`src/rtl/case_insensitive_substring_search_assert.svh`:
```
// Assertion macros used by the substring search RTL
`ifndef CASE_INSENSITIVE_SUBSTRING_SEARCH_ASSERT_SVH
`define CASE_INSENSITIVE_SUBSTRING_SEARCH_ASSERT_SVH

// same-cycle implication, disabled during reset
`define CIS_ASSERT_IMPL(label, clk, rst_n, ante, cons) \
    label: assert property (@(posedge clk) disable iff (!(rst_n)) (ante) |-> (cons)) \
        else $error("assertion failed");

// next-cycle implication, disabled during reset
`define CIS_ASSERT_NEXT(label, clk, rst_n, ante, cons) \
    label: assert property (@(posedge clk) disable iff (!(rst_n)) (ante) |=> (cons)) \
        else $error("assertion failed");

`endif

```
`src/rtl/cis_pkg.sv`:
```
// Types, codes and helpers for the substring search block
`timescale 1ns / 1ps
`default_nettype none

package cis_pkg;

    localparam int CHAR_W = 8;
    localparam int POS_W  = 10;

    localparam logic [1:0] REQ_CLEAR   = 2'd0;
    localparam logic [1:0] REQ_PATTERN = 2'd1;
    localparam logic [1:0] REQ_TEXT    = 2'd2;
    localparam logic [1:0] REQ_EOT     = 2'd3;

    localparam logic [1:0] ST_FOUND     = 2'd0;
    localparam logic [1:0] ST_NOT_FOUND = 2'd1;
    localparam logic [1:0] ST_EMPTY     = 2'd2;
    localparam logic [1:0] ST_OVERFLOW  = 2'd3;

    localparam logic [CHAR_W-1:0] CHAR_UPPER_A = 8'h41;
    localparam logic [CHAR_W-1:0] CHAR_UPPER_Z = 8'h5A;
    localparam logic [CHAR_W-1:0] CASE_OFFSET  = 8'd32;

    typedef struct packed {
        logic [1:0]        req_type;
        logic [CHAR_W-1:0] char_value;
    } t_req;

    typedef struct packed {
        logic [1:0]       status;
        logic [POS_W-1:0] match_position;
    } t_rsp;

    typedef struct packed {
        logic pat_wr;
        logic txt_wr;
        logic hist_clr;
    } t_match_ctl;

    function automatic logic [CHAR_W-1:0] fold_case(input logic [CHAR_W-1:0] c);
        if (c >= CHAR_UPPER_A && c <= CHAR_UPPER_Z) begin
            return c + CASE_OFFSET;
        end
        return c;
    endfunction

endpackage

`default_nettype wire

```
`src/rtl/cis_stream_if.sv`:
```
// Valid/ready stream channel carrying one item per handshake
`timescale 1ns / 1ps
`default_nettype none

interface cis_stream_if #(
    parameter type t_data = logic
) ();
    logic  valid;
    logic  ready;
    t_data data;

    modport source (output valid, output data, input ready);
    modport sink   (input valid, input data, output ready);
endinterface

`default_nettype wire

```
`src/rtl/cis_matcher.sv`:
```
// Pattern store and prefix-match vector, one text byte per cycle while txt_wr is set
`timescale 1ns / 1ps
`default_nettype none

module cis_matcher
    import cis_pkg::*;
#(
    parameter int PATTERN_MAX = 128,
    parameter int PL_W        = 8,
    parameter int PI_W        = 7
) (
    input  wire logic              i_clk,
    input  wire logic              i_rst_n,
    input  wire t_match_ctl        i_ctl,
    input  wire logic [CHAR_W-1:0] i_char,
    input  wire logic [PL_W-1:0]   i_pat_len,
    output logic                   o_hit
);

    logic [CHAR_W-1:0]      r_pat [PATTERN_MAX];
    logic [PATTERN_MAX-1:0] r_m;
    logic [PATTERN_MAX-1:0] n_m;
    logic [PI_W-1:0]        w_wr_idx;
    logic [PI_W-1:0]        w_sel;

    assign w_wr_idx = i_pat_len[PI_W-1:0];
    assign w_sel    = PI_W'(i_pat_len - PL_W'(1));

    // r_m[k]: last k+1 text bytes equal pattern bytes 0..k
    for (genvar k = 0; k < PATTERN_MAX; k++) begin : g_cell
        if (k == 0) begin : g_first
            assign n_m[k] = (i_char == r_pat[k]);
        end else begin : g_rest
            assign n_m[k] = r_m[k-1] && (i_char == r_pat[k]);
        end
    end

    assign o_hit = n_m[w_sel] && (i_pat_len != '0);

    always_ff @(posedge i_clk) begin
        if (i_ctl.pat_wr) begin
            r_pat[w_wr_idx] <= i_char;
        end
    end

    always_ff @(posedge i_clk) begin
        if (!i_rst_n || i_ctl.hist_clr) begin
            r_m <= '0;
        end else if (i_ctl.txt_wr) begin
            r_m <= n_m;
        end
    end

endmodule

`default_nettype wire

```
`src/rtl/case_insensitive_substring_search.sv`:
```
// An end-of-text item passes r_s1; its result is registered in r_out.
// Throughput: 1 item per cycle; the single-entry result register stalls the
//   input stage only while an end-of-text item waits behind an untaken result.
// Every text byte is compared against all pattern positions in parallel.
// Reset (synchronous, active low) clears counts, flags and both stages;
//   the pattern store is left uninitialized.
`timescale 1ns / 1ps
`default_nettype none
`include "case_insensitive_substring_search_assert.svh"

module case_insensitive_substring_search
    import cis_pkg::*;
#(
    parameter int PATTERN_MAX = 128,
    parameter int TEXT_MAX    = 512
) (
    input  wire logic    i_clk,
    input  wire logic    i_rst_n,
    cis_stream_if.sink   i_req,
    cis_stream_if.source o_rsp
);

    localparam int PL_W = $clog2(PATTERN_MAX + 1);
    localparam int PI_W = (PATTERN_MAX > 1) ? $clog2(PATTERN_MAX) : 1;
    localparam int TC_W = $clog2(TEXT_MAX + 1);
    localparam int SW   = ((TC_W > PL_W) ? TC_W : PL_W) + 1;

    logic             r_s1_valid;
    t_req             r_s1;
    logic             r_out_valid;
    t_rsp             r_out;
    logic [PL_W-1:0]  r_pat_len;
    logic [TC_W-1:0]  r_txt_cnt;
    logic             r_found;
    logic [TC_W-1:0]  r_found_start;
    logic             r_ovf;

    logic [PL_W-1:0]  n_pat_len;
    logic [TC_W-1:0]  n_txt_cnt;
    logic             n_found;
    logic [TC_W-1:0]  n_found_start;
    logic             n_ovf;
    t_rsp             n_out;

    logic             w_out_free;
    logic             w_s1_adv;
    logic             w_accept;
    logic             w_eot_go;
    logic             w_hit;
    t_match_ctl       w_ctl;
    logic [SW-1:0]    w_start_full;
    logic [TC_W+POS_W-1:0] w_start_ext;

    assign w_out_free = !r_out_valid || o_rsp.ready;
    assign w_s1_adv   = r_s1_valid && ((r_s1.req_type != REQ_EOT) || w_out_free);
    assign i_req.ready = !r_s1_valid || w_s1_adv;
    assign w_accept   = i_req.valid && i_req.ready;
    assign w_eot_go   = w_s1_adv && (r_s1.req_type == REQ_EOT);

    assign o_rsp.valid = r_out_valid;
    assign o_rsp.data  = r_out;

    assign w_start_full = SW'(r_txt_cnt) + SW'(2) - SW'(r_pat_len);
    assign w_start_ext  = {{POS_W{1'b0}}, r_found_start};

    always_comb begin
        w_ctl         = '0;
        n_pat_len     = r_pat_len;
        n_txt_cnt     = r_txt_cnt;
        n_found       = r_found;
        n_found_start = r_found_start;
        n_ovf         = r_ovf;
        n_out         = r_out;
        if (w_s1_adv) begin
            unique case (r_s1.req_type)
                REQ_CLEAR: begin
                    w_ctl.hist_clr = 1'b1;
                    n_pat_len      = '0;
                    n_txt_cnt      = '0;
                    n_found        = 1'b0;
                    n_found_start  = '0;
                    n_ovf          = 1'b0;
                end
                REQ_PATTERN: begin
                    if (r_txt_cnt == '0) begin
                        if (r_pat_len < PL_W'(PATTERN_MAX)) begin
                            w_ctl.pat_wr = 1'b1;
                            n_pat_len    = r_pat_len + PL_W'(1);
                        end else begin
                            n_ovf = 1'b1;
                        end
                    end
                end
                REQ_TEXT: begin
                    if (r_txt_cnt >= TC_W'(TEXT_MAX)) begin
                        n_ovf = 1'b1;
                    end else begin
                        w_ctl.txt_wr = 1'b1;
                        n_txt_cnt    = r_txt_cnt + TC_W'(1);
                        if (!r_found && w_hit) begin
                            n_found       = 1'b1;
                            n_found_start = w_start_full[TC_W-1:0];
                        end
                    end
                end
                REQ_EOT: begin
                    w_ctl.hist_clr = 1'b1;
                    n_txt_cnt      = '0;
                    n_found        = 1'b0;
                    n_found_start  = '0;
                    n_ovf          = 1'b0;
                    n_out.match_position = '0;
                    if (r_ovf) begin
                        n_out.status = ST_OVERFLOW;
                        if (r_found) begin
                            n_out.match_position = w_start_ext[POS_W-1:0];
                        end
                    end else if (r_txt_cnt == '0) begin
                        n_out.status = ST_EMPTY;
                    end else if (r_pat_len == '0) begin
                        n_out.status = ST_NOT_FOUND;
                    end else if (r_found) begin
                        n_out.status         = ST_FOUND;
                        n_out.match_position = w_start_ext[POS_W-1:0];
                    end else begin
                        n_out.status = ST_NOT_FOUND;
                    end
                end
                default: begin
                    w_ctl = '0;
                end
            endcase
        end
    end

    cis_matcher #(
        .PATTERN_MAX (PATTERN_MAX),
        .PL_W        (PL_W),
        .PI_W        (PI_W)
    ) u_matcher (
        .i_clk     (i_clk),
        .i_rst_n   (i_rst_n),
        .i_ctl     (w_ctl),
        .i_char    (r_s1.char_value),
        .i_pat_len (r_pat_len),
        .o_hit     (w_hit)
    );

    always_ff @(posedge i_clk) begin
        if (w_accept) begin
            r_s1.req_type   <= i_req.data.req_type;
            r_s1.char_value <= fold_case(i_req.data.char_value);
        end
        if (w_eot_go) begin
            r_out <= n_out;
        end
    end

    always_ff @(posedge i_clk) begin
        if (!i_rst_n) begin
            r_s1_valid    <= 1'b0;
            r_out_valid   <= 1'b0;
            r_pat_len     <= '0;
            r_txt_cnt     <= '0;
            r_found       <= 1'b0;
            r_found_start <= '0;
            r_ovf         <= 1'b0;
        end else begin
            if (w_accept) begin
                r_s1_valid <= 1'b1;
            end else if (w_s1_adv) begin
                r_s1_valid <= 1'b0;
            end
            if (w_eot_go) begin
                r_out_valid <= 1'b1;
            end else if (o_rsp.ready) begin
                r_out_valid <= 1'b0;
            end
            r_pat_len     <= n_pat_len;
            r_txt_cnt     <= n_txt_cnt;
            r_found       <= n_found;
            r_found_start <= n_found_start;
            r_ovf         <= n_ovf;
        end
    end

    `CIS_ASSERT_IMPL(a_found_needs_pattern, i_clk, i_rst_n, r_found, r_pat_len != '0)
    `CIS_ASSERT_IMPL(a_txt_cnt_bound, i_clk, i_rst_n, 1'b1, r_txt_cnt <= TC_W'(TEXT_MAX))
    `CIS_ASSERT_IMPL(a_pat_len_bound, i_clk, i_rst_n, 1'b1, r_pat_len <= PL_W'(PATTERN_MAX))
    `CIS_ASSERT_IMPL(a_start_in_text, i_clk, i_rst_n, r_found, (r_found_start != '0) && (r_found_start <= r_txt_cnt))
    `CIS_ASSERT_NEXT(a_eot_held, i_clk, i_rst_n, r_s1_valid && (r_s1.req_type == REQ_EOT) && !w_out_free, r_s1_valid && (r_s1.req_type == REQ_EOT))

endmodule

`default_nettype wire

```
`src/flat_wrapper.sv`:
```
// flat-port wrapper written by rule: the top's interface ports become plain ports
module case_insensitive_substring_search_flat import cis_pkg::*;
#(
    parameter int PATTERN_MAX = 128,
    parameter int TEXT_MAX    = 512
)
  (i_clk, i_rst_n, i_req_valid, i_req_data, i_req_ready, o_rsp_valid, o_rsp_data, o_rsp_ready);
  cis_stream_if #(.t_data(t_req)) i_req_i ();
  cis_stream_if #(.t_data(t_rsp)) o_rsp_i ();
  input  wire logic i_clk;
  input  wire logic i_rst_n;
  input wire logic [$bits(i_req_i.valid)-1:0] i_req_valid;
  input wire logic [$bits(i_req_i.data)-1:0] i_req_data;
  output wire logic [$bits(i_req_i.ready)-1:0] i_req_ready;
  output wire logic [$bits(o_rsp_i.valid)-1:0] o_rsp_valid;
  output wire logic [$bits(o_rsp_i.data)-1:0] o_rsp_data;
  input wire logic [$bits(o_rsp_i.ready)-1:0] o_rsp_ready;
  assign i_req_i.valid = i_req_valid;
  assign i_req_i.data = i_req_data;
  assign i_req_ready = i_req_i.ready;
  assign o_rsp_valid = o_rsp_i.valid;
  assign o_rsp_data = o_rsp_i.data;
  assign o_rsp_i.ready = o_rsp_ready;
  case_insensitive_substring_search #(.PATTERN_MAX(PATTERN_MAX), .TEXT_MAX(TEXT_MAX)) u_core (.i_clk(i_clk), .i_rst_n(i_rst_n), .i_req(i_req_i), .o_rsp(o_rsp_i));
endmodule
```
`config.mk`:
```
export PLATFORM = sky130hd
export DESIGN_NAME = case_insensitive_substring_search_flat
export DESIGN_NICKNAME = d
export VERILOG_FILES = /design/src/rtl/cis_pkg.sv /design/src/rtl/cis_stream_if.sv /design/src/rtl/cis_matcher.sv /design/src/rtl/case_insensitive_substring_search.sv /design/src/flat_wrapper.sv
export VERILOG_INCLUDE_DIRS = /design/src /design/src/rtl
export SDC_FILE = /design/constraint.sdc
export NUM_CORES = 2
export LEC_CHECK = 0
export BUFFER_PORTS_ARGS = -buffer_cell sky130_fd_sc_hd__buf_4
export CAP_MARGIN = 10
export CORE_ASPECT_RATIO = 0.7
export CORE_UTILIZATION = 65
export DETAILED_ROUTE_END_ITERATION = 10
export GPL_TIMING_DRIVEN = 1
export PLACE_DENSITY = 0.91
export SETUP_SLACK_MARGIN = 0.15
export SLEW_MARGIN = 20
export SYNTH_ARGS = -nofsm -noshare
export SYNTH_HDL_FRONTEND = slang
export SYNTH_SLANG_ARGS = --single-unit
```
`constraint.sdc`:
```
create_clock -name i_clk -period 10.6 [get_ports i_clk]
set_input_delay 2.12 -clock i_clk [delete_from_list [all_inputs] [get_ports i_clk]]
set_output_delay 2.12 -clock i_clk [all_outputs]
set_load 0.02 [all_outputs]
```
Word-level counts from Yosys, hierarchy flattened
Memory sizes are Yosys's and may differ from the RTL's. Index checks and enable logic that the tools add are counted.

Memory bits (writable): 1024. Logic and storage cells: 360. Register bits: 181. Bits of input ports: 14. Memories: 1. Output and inout bits: 14.

Memory list: u_core.u_matcher.r_pat (depth 128, bits a word 8, read ports 128, clocked after memory_dff 0, wr ports 1, RTL line cis_matcher.sv:20) `logic [CHAR_W-1:0] r_pat [PATTERN_MAX];`.

$add $sub $neg: 6. Reduce and logical (&&, ||, !) cells: 156. Equal/unequal tests: 138. Order comparisons: 5. Muxes and demuxes: 41.

Operator list (number): 8-bit == test (128); 1-bit logical AND (133); 10-bit 2-to-1 mux (7); 10-bit case mux with 2 select lines (2); 8-bit 2-to-1 mux (4); 1-bit 2-to-1 mux (23); 8-bit case mux with 2 select lines (1); 4-bit AND reduction (3); 10-bit by 1-bit adder with 10-bit output (second input constant) (1); 10-bit by 2-bit adder with 10-bit output (second input constant) (1); 10-bit >= comparator (second input constant) (1); 10-bit zero test (1); 10-bit by 8-bit subtractor with 10-bit output (1); 8-bit by 1-bit adder with 8-bit output (second input constant) (1); 8-bit by 6-bit adder with 8-bit output (second input constant) (1); 8-bit by 7-bit >= comparator with 1-bit output (second input constant) (1); 8-bit by 7-bit less-or-equal comparator with 1-bit output (second input constant) (1); 8-bit zero test (1); 7-bit by 8-bit < comparator with 1-bit output (second input constant) (1); 8-bit < comparator (second input constant) (1); 2-bit by 1-bit inequality test with 1-bit output (second input constant) (4); 2-bit nonzero test (4); 8-bit nonzero test (1); 1-bit binary-select mux with 7-bit select (1); other kinds (12) (23).

Logic depth before layout (Yosys ltp)
An unclocked memory read counts as a cell.

Depth in word-level cells: 10. Depth in mapped cells: 18. Mapped depth without buffers: 15.

Hierarchy
A second synthesis with hierarchy kept.

Cells, all modules: 3815. Area total of the unflattened synthesis: 52535.4 sq um.

Modules (own cells, without submodules): cis_matcher (area an instance 49560.0 sq um, cells an instance 3503, times used 1); case_insensitive_substring_search (area an instance 2975.4 sq um, cells an instance 312, times used 1).

Worst setup path before layout
OpenSTA, ideal clock, no wires.

Kind: register -> register. Start: register u_core.r_s1[6] (netlist name). End: register u_core.r_found_start[1]. Required time: 10528 ps. Arrival time: 4656 ps. Library setup time: 72 ps. Path buffers: 4. Clock period less this slack: 4728 ps. Cell stages (with the launch flop): 15. Slack: 5872 ps. Path through: edfxtp_1 > buf_2 > buf_2 > buf_2 > xnor2_1 > nand4_1 > nor3_1 > nor3_1 > nor4_1 > o31ai_1 > o211ai_1 > a32oi_1 > a2111oi_4 > buf_6 > mux2i_1.

Cells in the longest elaborated chain, start to end: 8. Elaborated cells on any way between the ends: 261. Those cells by class: eq/ne: 129; mux: 2; reduce/logical: 130.

Ends and longest elaborated chain: from (decl) (RTL line case_insensitive_substring_search.sv:29) `t_req r_s1;`; 8-bit == test (RTL line cis_matcher.sv:34) `assign n_m[k] = r_m[k-1] && (i_char == r_pat[k]);`; 1-bit logical AND (RTL line cis_matcher.sv:34); 1-bit binary-select mux with 7-bit select * (RTL line cis_matcher.sv:38) `assign o_hit = n_m[w_sel] && (i_pat_len != '0);`; 1-bit 2-to-1 mux (not written as such) * (RTL line cis_matcher.sv:38); 1-bit logical AND * (RTL line cis_matcher.sv:38); 1-bit logical AND * (RTL line case_insensitive_substring_search.sv:100) `if (!r_found && w_hit) begin`; 2-bit by 1-bit inequality test with 1-bit output (no line) *; 4-bit AND reduction (no line) *; to (signal assigned) (RTL line case_insensitive_substring_search.sv:182) `r_found_start <= n_found_start;`; to (decl) (RTL line case_insensitive_substring_search.sv:35) `logic [TC_W-1:0] r_found_start;`.

Mark *: on every way between the ends. The rest lies on a longest branch, timed or not. The select of a mux whose other input is x is not followed. A chain may end at the register's enable or synchronous reset.

Worst setup path in the final report
Start: register u_core.r_s1[0] (netlist name). End: register u_core.r_found_start[6].

Same word-level chain as after synthesis.

==> flow_summary.ini <==
[yosys]
syn_area_um2 = 52200
yosysSeqAreaShare = 0.663
synth-edff-count = 1046
synth_cell_type_count = 67
synthCells = 3810
synth.avg_cell_area_um2 = 13.7
synth_seq_cells = 1205
ys.flop_type = edfxtp_1
syn-num-nets = 3853
async_flop_share = 0
ys_warn_count = 0

[clocking]
numCtsBuffers = 104
ctsHoldBuffers = 0
clk_path_buf_depth = 3
clk_pin_slew_ps = 70
cts_resized = 0
h-tree-depth = 3
postCtsSetupRepairBufs = 0
cts-root-buf = clkbuf_16
cts_tree = built
clkLatencyLatePin_ps = 690
cts.sinks = 1205

[detailed_routing]
drc = 0
wl_per_cell_um = 24.8
drtAntennaViolNets = 0
dr.pass1.iters = 6
wl_met3_um = 15200
drtIter0Drc = 4412
vias = 31527
viasPerCell = 6.38
dr_wl_met2_um = 54800
routed_wl_um = 123000
route.layer.met1.wl_um = 47500
top_layer_used = met5

[final_layout]
layout.nets = 3839
layout_common_cells = edfxtp_1 (1046), xnor2_1 (788), nor2_1 (282), xor2_1 (259), nand2_1 (206)
area_growth_pct = 8.87
layout_commonest_cell = edfxtp_1
fin_cells = 4944
drive_gt1_frac = 0.0682

[setup_path]
r2r_slack_ps = 4880
critPathRequiredTime_ps = 11200
cp_slowest_cell = a2111oi_4
cp-start-kind = flip-flop
path_cells = buf_12 -> buf_4 -> xor2_1 -> nor4_1 -> nand3_1 -> o31a_1 -> a21oi_1 -> o2111ai_1 -> o211ai_1 -> a32oi_1 -> a2111oi_4 -> mux2i_1
cp_top_family = compound AO/OA/AOI/OAI gates
crit_path_end_kind = flip-flop
reg2regPathDepth = 12
max_stage_delay_ps = 1060
path_max_fanout = 94
worst-setup-path-type = reg2reg
critical_path_depth = 12
cp_num_buf_inv = 2
arrival_ps = 6320

[status]
outcome = finished, final reports clean

[placed_design]
gp_congestion = 0.885
numPlacedInstances = 4746
port_buffers = 27
post-dp-hpwl_um = 67900

[floorplan]
die_w_um = 341
ioPinCount = 28
design.core.area_um2 = 79100
row_count = 86
die-area_um2 = 81500
initial_utilization = 0.660
die_h_um = 239

[timing]
finClkSkew_ps = 20.7
timing.final.max_slew_violations = 0
worst_pin_slew_ps = 1160
fmax_ghz = 0.175
finalCriticalPeriod_ps = 5720
tns_ps = 0
finalHoldViolCount = 0
finalSetupViolCount = 0
relSlewSlack = 0.221
grt_setup_unrepaired = no
period_share = 0.540

[power]
p_per_area_nw_per_um2 = 170
peakVddDrop_uv = 222
p_leak_nw = 17.3

[global_route]
grtUsageTotal = 0.302
antenna_found_initial = 2
grt_pass1_wl_um = 186000
grt_max_degree = 131
gr-total-overflow = 0
grt_pass1_vias = 31547

[run]
maxCapViolCount = 0

[worst_hold_path]
worstHoldPathType = reg2reg
worstHoldPathCells = 2
-- flip-flops by register name, summed over array words and instances, names as in the netlist, 8 cells and up --
signal / flops
u_core.u_matcher.r_pat: 1024
u_core.u_matcher.r_m: 127
u_core.o_rsp.data: 12
u_core.r_found_start: 10
u_core.r_s1: 10
u_core.r_txt_cnt: 10
u_core.r_pat_len: 8
-- final timing paths --
| check | startpoint | endpoint |
|---|---|---|
| worst max-delay path | u_core.r_s1[0] | u_core.r_found_start[6] |
| worst min register to register | u_core.u_matcher.r_m[59] | u_core.u_matcher.r_m[59] |
| worst min-delay path | u_core.u_matcher.r_m[59] | u_core.u_matcher.r_m[59] |
| worst max register to register | u_core.r_s1[0] | u_core.r_found_start[6] |
-- worst reg2reg max path: stages (launching register included) --
cell and delay, ps:
edfxtp_1 1010, buf_12 440, buf_4 710, xor2_1 180, nor4_1 300, nand3_1 160, o31a_1 260, a21oi_1 180
o2111ai_1 290, o211ai_1 430, a32oi_1 320, a2111oi_4 1070, mux2i_1 290
-- through the flow --
| step | total power, W | util | instance area, µm² | worst slack (ps) | hold WS, ps |
|---|---|---|---|---|---|
| CTS | 0.00967 | 0.718 | 56800 | 5020 | 459 |
| global placement | 0.00575 | 0.673 | 53200 | 5090 | 439 |
| global route | 0.00988 | 0.719 | 56800 | 4700 | 471 |
| floorplan | 0.00564 | - | 52200 | 5870 | 427 |
| detailed placement | 0.00577 | 0.673 | 53200 | 4930 | 446 |
| finish | 0.00967 | 0.719 | 56800 | 4880 | 460 |
-- layout make-up --
type | count | area, µm²
Sequential cell | 1205 | 34600
Inverter | 25 | 93.8
Fill cell | 4582 | 22300
Timing Repair Buffer | 74 | 731
Antenna cell | 1 | 2.50
Clock inverter | 52 | 586
Tap cell | 1056 | 1320
Clock buffer | 145 | 3000
Multi-Input combinational cell | 2386 | 16500
-- cells by family after synthesis --
group,synth area share
AOI/OAI and AO/OA,0.0268
xor gates and xnor gates,0.176
adders and majority gates,0.00709
buffers and inverters,0.0229
DFF,0.663
muxes,0.00671
and+or+nand+nor,0.0974
-- Yosys cell counts (3+ instances only) --
library cell  instances  area share
xor2_1              260       0.044
o21ai_0              12      0.0012
nand3_1             124       0.012
o21a_1                3     0.00043
or3_1                 4     0.00048
nor2b_1               5     0.00060
clkbuf_1             66      0.0047
o2111ai_1             5     0.00084
nor4_1              162       0.019
o22ai_1               3     0.00036
dfxtp_1             159       0.061
xnor2_1             791        0.13
a211oi_1             10      0.0014
nand4_1             129       0.015
nor3_1               80      0.0077
nand2_1             211       0.015
o21bai_1              4     0.00058
ha_1                 28      0.0067
buf_6                26      0.0056
a21oi_1             140       0.013
buf_2                68      0.0065
edfxtp_1           1046        0.60
mux4_2                4      0.0017
a2111oi_0             4     0.00067
nor2_1              283       0.020
and3_1               15      0.0018
buf_4                25      0.0036
buf_1                 9     0.00065
and2_1               17      0.0020
a31oi_1               9      0.0011
mux2i_1              26      0.0050
inv_1                22      0.0016
o211ai_1              7      0.0010
a41oi_1               3     0.00050
or4_1                 3     0.00043
a21o_1                3     0.00043
-- per-layer routing --
metal  vias to the layer above  global-route usage
met5                         -                   0
met4                         2               0.123
met3                       402              0.0763
met2                      2178               0.455
met1                     15299               0.422
li1                      13646                   -
-- power by group --
| part | internal (W) | switching (W) |
|---|---|---|
| logic | 0.000168 | 0.000352 |
| clock network | 0.00227 | 0.00171 |
| registers | 0.00515 | 0.00000963 |
Note: power is estimated with default switching activity, not from simulation.
